==> config.mk <==
export PLATFORM = sky130hd
export DESIGN_NAME = vad_sqrt
export DESIGN_NICKNAME = d
export VERILOG_FILES = /design/src/sv/vad_sqrt.sv
export SDC_FILE = /design/constraint.sdc
export NUM_CORES = 2
export LEC_CHECK = 0
export BUFFER_PORTS_ARGS = -buffer_cell sky130_fd_sc_hd__buf_2
export CAP_MARGIN = 20
export CORE_MARGIN = 2
export CORE_UTILIZATION = 55
export DETAILED_ROUTE_END_ITERATION = 10
export HOLD_SLACK_MARGIN = 0.1
export PLACE_DENSITY = 0.74
export SYNTH_ARGS = -nofsm -noshare
export SYNTH_HDL_FRONTEND = slang
export SYNTH_SLANG_ARGS = --single-unit
export TNS_END_PERCENT = 30
==> constraint.sdc <==
create_clock -name clk -period 12.6 [get_ports clk]
set_input_delay 3.78 -clock clk [delete_from_list [all_inputs] [get_ports clk]]
set_output_delay 3.78 -clock clk [all_outputs]
set_load 0.05 [all_outputs]
==> src/sv/vad_sqrt.sv <==
// Pipelined rounded square root of dx squared plus dy squared, one root bit per stage.
module vad_sqrt #(
	parameter int COORD_WIDTH = 16
) (
	input  logic                          clk,
	input  logic                          en,
	input  logic signed [COORD_WIDTH:0]   dx,
	input  logic signed [COORD_WIDTH:0]   dy,
	output logic [COORD_WIDTH:0]          length
);

	localparam int P = COORD_WIDTH + 1;
	localparam int SW = 2 * P;
	localparam int RW = P + 2;

	logic [COORD_WIDTH:0] ax, ay;
	logic [SW-1:0]        sum_s [P+1];
	logic [P-1:0]         root_s [P+1];
	logic [RW-1:0]        rem_s [P+1];
	logic [COORD_WIDTH:0] dist_s;

	assign ax = dx[COORD_WIDTH] ? (COORD_WIDTH+1)'(0) - dx : dx;
	assign ay = dy[COORD_WIDTH] ? (COORD_WIDTH+1)'(0) - dy : dy;

	always_ff @(posedge clk) begin
		if (en) begin
			sum_s[0]  <= SW'(ax * ax) + SW'(ay * ay);
			root_s[0] <= '0;
			rem_s[0]  <= '0;
		end
	end

	generate
		for (genvar j = 0; j < P; j++) begin : g_step
			logic [RW-1:0] rem_n, trial;
			assign rem_n = {rem_s[j][RW-3:0], sum_s[j][2*(P-1-j) +: 2]};
			assign trial = {root_s[j], 2'b01};
			always_ff @(posedge clk) begin
				if (en) begin
					sum_s[j+1] <= sum_s[j];
					if (rem_n >= trial) begin
						rem_s[j+1]  <= rem_n - trial;
						root_s[j+1] <= {root_s[j][P-2:0], 1'b1};
					end else begin
						rem_s[j+1]  <= rem_n;
						root_s[j+1] <= {root_s[j][P-2:0], 1'b0};
					end
				end
			end
		end
	endgenerate

	always_ff @(posedge clk) begin
		if (en) begin
			dist_s <= root_s[P] + ((rem_s[P] > RW'(root_s[P])) ? P'(1) : P'(0));
		end
	end

	assign length = dist_s;

endmodule

== After elaboration in Yosys (flattened, before gate mapping) ==
Memory sizes are Yosys's and may differ from the RTL's.
Index checks and enable logic that the tools add are counted.
Operators by class
  bitwise gates (word level): 34
  muxes and demuxes: 141
  add/subtract/negate cells: 21
  $lt $le $gt $ge: 18
  multiply operators: 2
Operators with widths (number)
  $ge 19x19->1: 17
  $mux 17: 19
  $mux 19: 17
  $sub 19x19->19: 17
  $mux 1: 105
  $mul 17x17->34: 2
  $add 34x34->34: 1
  $or 1x1->1: 34
  $sub 1x17->17 const A: 2
  $gt 19x17->1: 1
  $add 17x1->17: 1
Storage, ports and cells
  flip-flop bits (word level): 17
  bits in writable memories: 1260
  memories: 3
  logic and storage cells: 220
  bits of input ports: 36
  output and inout port bits: 17
Memories
  sum_s: depth 18, bits a word 34, rd ports 17, clocked after Yosys merged registers in 0, write ports 18, line 17  | logic [SW-1:0] sum_s [P+1];
  rem_s: depth 18, bits a word 19, rd ports 18, clocked after Yosys merged registers in 0, write ports 18, line 19  | logic [RW-1:0] rem_s [P+1];
  root_s: depth 18, bits a word 17, rd ports 18, clocked after Yosys merged registers in 0, write ports 18, line 18  | logic [P-1:0] root_s [P+1];

== Depth between registers and ports, before layout ==
An unclocked memory read counts as a cell.
  word-level depth: 6
  mapped depth: 34
  mapped depth without buffers: 33

== Least setup slack after synthesis ==
Ideal clock, no wire load.
  path type: input -> register
  start point: in dx[0]
  end point: mem sum_s[0][30] in the netlist's numbering, data pin
  stages: 32
  arrival time: 11921 ps
  path buffers: 2
  setup slack: 418 ps
  setup time: 261 ps
  data required time: 12339 ps
  path through: clkbuf_1 > clkinv_1 > ha_1 > nand2_1 > or2_1 > or3_4 > and2_1 > xor2_2 > inv_2 > nor2_1 > inv_1 > fa_1 > fa_1 > inv_1 > fa_1 > inv_1 > fa_1 > inv_1 > fa_1 > fa_1 > fa_1 > fa_1 > ha_1 > buf_2 > and4_1 > o2111ai_1 > o21bai_1 > a41oi_1 > o211ai_1 > a211oi_1 > nor4_1 > a311o_1
RTL lines
  start: declaration: line 7  | input logic signed [COORD_WIDTH:0] dx,
  end: declaration: line 17

==> summary.log <==
INFO  clock_network  tritoncts=yes
INFO  sta            worstMarginPinSlew=1024ps
INFO  detailed_routing finalWirelength=100,300um
INFO  setup_path     critPathKind=in2reg
INFO  detailed_routing ant_nets=0
INFO  synthesis      synthesis.area=51,370um^2
INFO  detailed_routing initialDrtViolationCount=2,206
INFO  clock_network  post_cts_resized=0
INFO  setup_path     arrival_time_at_the_worst_endpoint=12,430ps
INFO  synthesis      netlist-cell-type-count=90
INFO  die            design.die.area=95,860um^2
INFO  clock_network  cts.clk_slew.worst_paths=60ps
INFO  min_path       hold_path_class=reg2reg
INFO  synthesis      area_share_of_xor_xnor_cells_in_the_synthesized_design=0.04767
INFO  layout         finish.instance_area=56,050um^2
INFO  clock_network  numClockSinks=749
INFO  synthesis      synthesis.area_per_instance=11.63um^2
INFO  sta            grt_setup_unrepaired=no
INFO  synthesis      synthesis.instances=4,416
INFO  run            maxCapViolCount=0
INFO  sta            largest_clock_skew_in_the_final_design=23.83ps
INFO  grt            grt_antenna_before_repair=3
INFO  detailed_routing routedWlPerCell=17.03um
INFO  synthesis      dominantRegCellSynth=edfxtp_1
INFO  clock_network  cts_buffers=76
INFO  sta            maxClockFrequency=82.88MHz
INFO  grt            vias_in_the_first_global_route=32,920
INFO  setup_path     critPathLaunchType=input pin
INFO  synthesis      yosys-mux-area-fraction=0.01505
INFO  clock_network  clk_path_buf_depth=3
INFO  detailed_routing detailroute.via_count=31,549
INFO  clock_network  cts.htree.levels=3
INFO  synthesis      seq_area_frac_synth=0.4376
INFO  setup_path     worstPathRequired=12,960ps
INFO  sta            layout_min_cycle_time=12,070ps
INFO  place          placed_cell_area=53,640um^2
INFO  place          post-place-cells=5,750
INFO  die            placeableCoreArea=92,910um^2
INFO  synthesis      synth_adder_area_share=0.2668
INFO  sta            slew_violations=0
INFO  synthesis      synth-compound-area-share=0.07051
INFO  synthesis      synth-warning-count=0
INFO  place          io_buffer_count=52
INFO  place          detailed_place_hpwl=78,960um
INFO  outcome        outcome=completed
INFO  place          dp_slack=14.43ps
INFO  die            start_util=0.5529
INFO  setup_path     cpPeakStageDelay=550ps
INFO  layout         num-nets-final=5,440
INFO  die            ioPinCount=53
INFO  place          place.gp.congestion=0.9326
INFO  sta            relSlewSlack=0.3158
INFO  synthesis      asyncSetResetFlopFracSynth=0
INFO  layout         areaGrowthSynthToFinish=9.102%
INFO  grt            grt_start_max_net_pins=176
INFO  sta            timing.final.ws_setup=534.2ps
INFO  synthesis      post_synth_edffs=748
INFO  sta            finalCritPeriodShare=0.9576
INFO  setup_path     worstPathMaxFanout=3
INFO  setup_path     worst_setup_path_end_kind=flop
INFO  detailed_routing firstDrtPassIters=6
INFO  sta            finalHoldViolations=0
INFO  detailed_routing route.detailed.vias_per_inst=5.358
INFO  grt            grt_first_pass_wirelength=164,900um
INFO  clock_network  cts_setup_buffers=0
INFO  layout         instances_no_fill=5,888
INFO  grt            global_route_total_usage_across_every_layer=0.2188
INFO  die            rows=112
INFO  synthesis      postSynthRegisterBits=749
INFO  setup_path     cpMaxStageDelayCell=fa_1
INFO  layout         layout-drive-gt1-share=0.08006
INFO  layout         diodes=0
INFO  clock_network  clockRootBuffer=clkbuf_16
INFO  sta            totalNegativeSetupSlack=0ps
INFO  setup_path     most_frequent_cell_on_the_critical_path=fa_1
INFO  die            die_y=309.6um
INFO  die            horizontal_die_dimension=309.6um
INFO  synthesis      simple_gate_share_of_the_synthesized_area=0.09358
INFO  grt            grt.overflow.total=0
INFO  detailed_routing drc_violations=0
INFO  synthesis      largest_family_of_logic_cells_by_synthesized_area=adder cells
INFO  clock_network  clock_insertion_delay_worst_skew=640ps
INFO  sta            setup_viol=0
INFO  clock_network  cts_hold_repair.buffers=0
-- cell type report --
type | instances | area [um^2]
multi-input cells | 2764 | 25470
clock buffers | 84 | 1932
clock inverters | 53 | 465.4
inverters | 846 | 3176
repair buffers | 138 | 955.9
fillers | 7376 | 36860
well taps | 1254 | 1569
flip-flops and latches | 749 | 22480
-- cells by family (layout without fill, tap and decap cells) --
| group | count (synthesis) | in the layout |
|---|---|---|
| multiplexers | 69 | 69 |
| other | 2 | 25 |
| AND/OR/NAND/NOR | 1008 | 1008 |
| AO/OA/AOI/OAI | 556 | 556 |
| XOR/XNOR | 277 | 277 |
| flip-flops | 749 | 749 |
| adder cells (fa/ha/maj) | 829 | 829 |
| buffers and inverters | 926 | 1121 |
-- cell usage after synthesis (15+ instances only) --
cell type	n	area, um^2
inv_1	824	3093
edfxtp_1	748	22460
fa_1	444	8889
ha_1	385	4817
nand2_1	306	1149
nor2_1	292	1096
xnor2_1	175	1533
a21oi_1	141	705.7
o21ai_0	119	595.6
xor2_1	99	867.1
nor3_1	80	400.4
a21o_1	62	465.5
mux2_2	62	698.2
nand3_1	59	295.3
clkbuf_1	58	217.7
o21a_1	57	427.9
or3_1	33	206.5
nor2b_1	31	193.9
nand2b_1	28	175.2
and2_1	27	168.9
and3_1	25	156.4
nor4_1	25	156.4
a211oi_1	22	165.2
a31oi_1	20	125.1
nand4_1	20	125.1
o31ai_1	19	142.6
or2_2	18	112.6
buf_2	17	85.08
o21bai_1	17	127.6
o211ai_1	15	112.6
-- through the flow --
step | utilization | hold slack (ps)
final | 0.6032 | 406.3
after global routing | 0.6032 | 414.6
after CTS | 0.6031 | 404.7
after detailed placement | 0.5773 | 404.5
after global placement | 0.5770 | 400.2
after floorplan | - | 400.3
-- worst max-delay path: cells and delay by family --
| family | cells | cell delay, ps |
|---|---|---|
| compound gates | 7 | 1840 |
| fa+ha+maj | 9 | 4390 |
| simple gates | 5 | 730 |
| buf+inv | 10 | 1260 |
| xor+xnor | 1 | 420 |
-- sequential cells by signal, indices dropped and copies added (netlist names) --
register / count
length: 17
sum_s: 306
rem_s: 273
root_s: 153
-- final timing paths --
path | start | slack, ps | cells after the start | to
setup / recovery | dx[3] | 530 | 32 | sum_s[0][30]
hold reg to reg | sum_s[9][0] | 410 | 0 | sum_s[10][0]
setup reg to reg | root_s[13][0] | 8850 | 10 | rem_s[14][10]
hold / removal | sum_s[9][0] | 410 | 0 | sum_s[10][0]
-- routing by layer --
metal,vias up,GRT usage,part of all wire
li1,15098,-,-
met1,15464,0.2660,0.40
met2,773,0.3880,0.51
met3,210,0.04051,0.055
met4,4,0.08038,0.036
met5,-,0,0.00026
-- placed cells by master, fill, tap and decap left out, drive strengths merged, types with 13 or more instances in the layout --
cell type,count
a211oi,23
a21o,62
a21oi,141
a31oi,20
and2,27
and3,25
buf,138
clkbuf,84
clkinv,52
conb,25
edfxtp,748
fa,444
ha,385
inv,836
mux2,63
nand2,307
nand2b,28
nand3,59
nand3b,14
nand4,20
nor2,294
nor2b,31
nor3,81
nor4,26
o211ai,15
o21a,57
o21ai,122
o21bai,17
o31ai,20
or2,19
or3,35
or4,13
xnor2,175
xor2,102
Power is left out: the tool's default activity adds up to more than one toggle a clock period on the data nets, which glitch-free logic cannot reach.
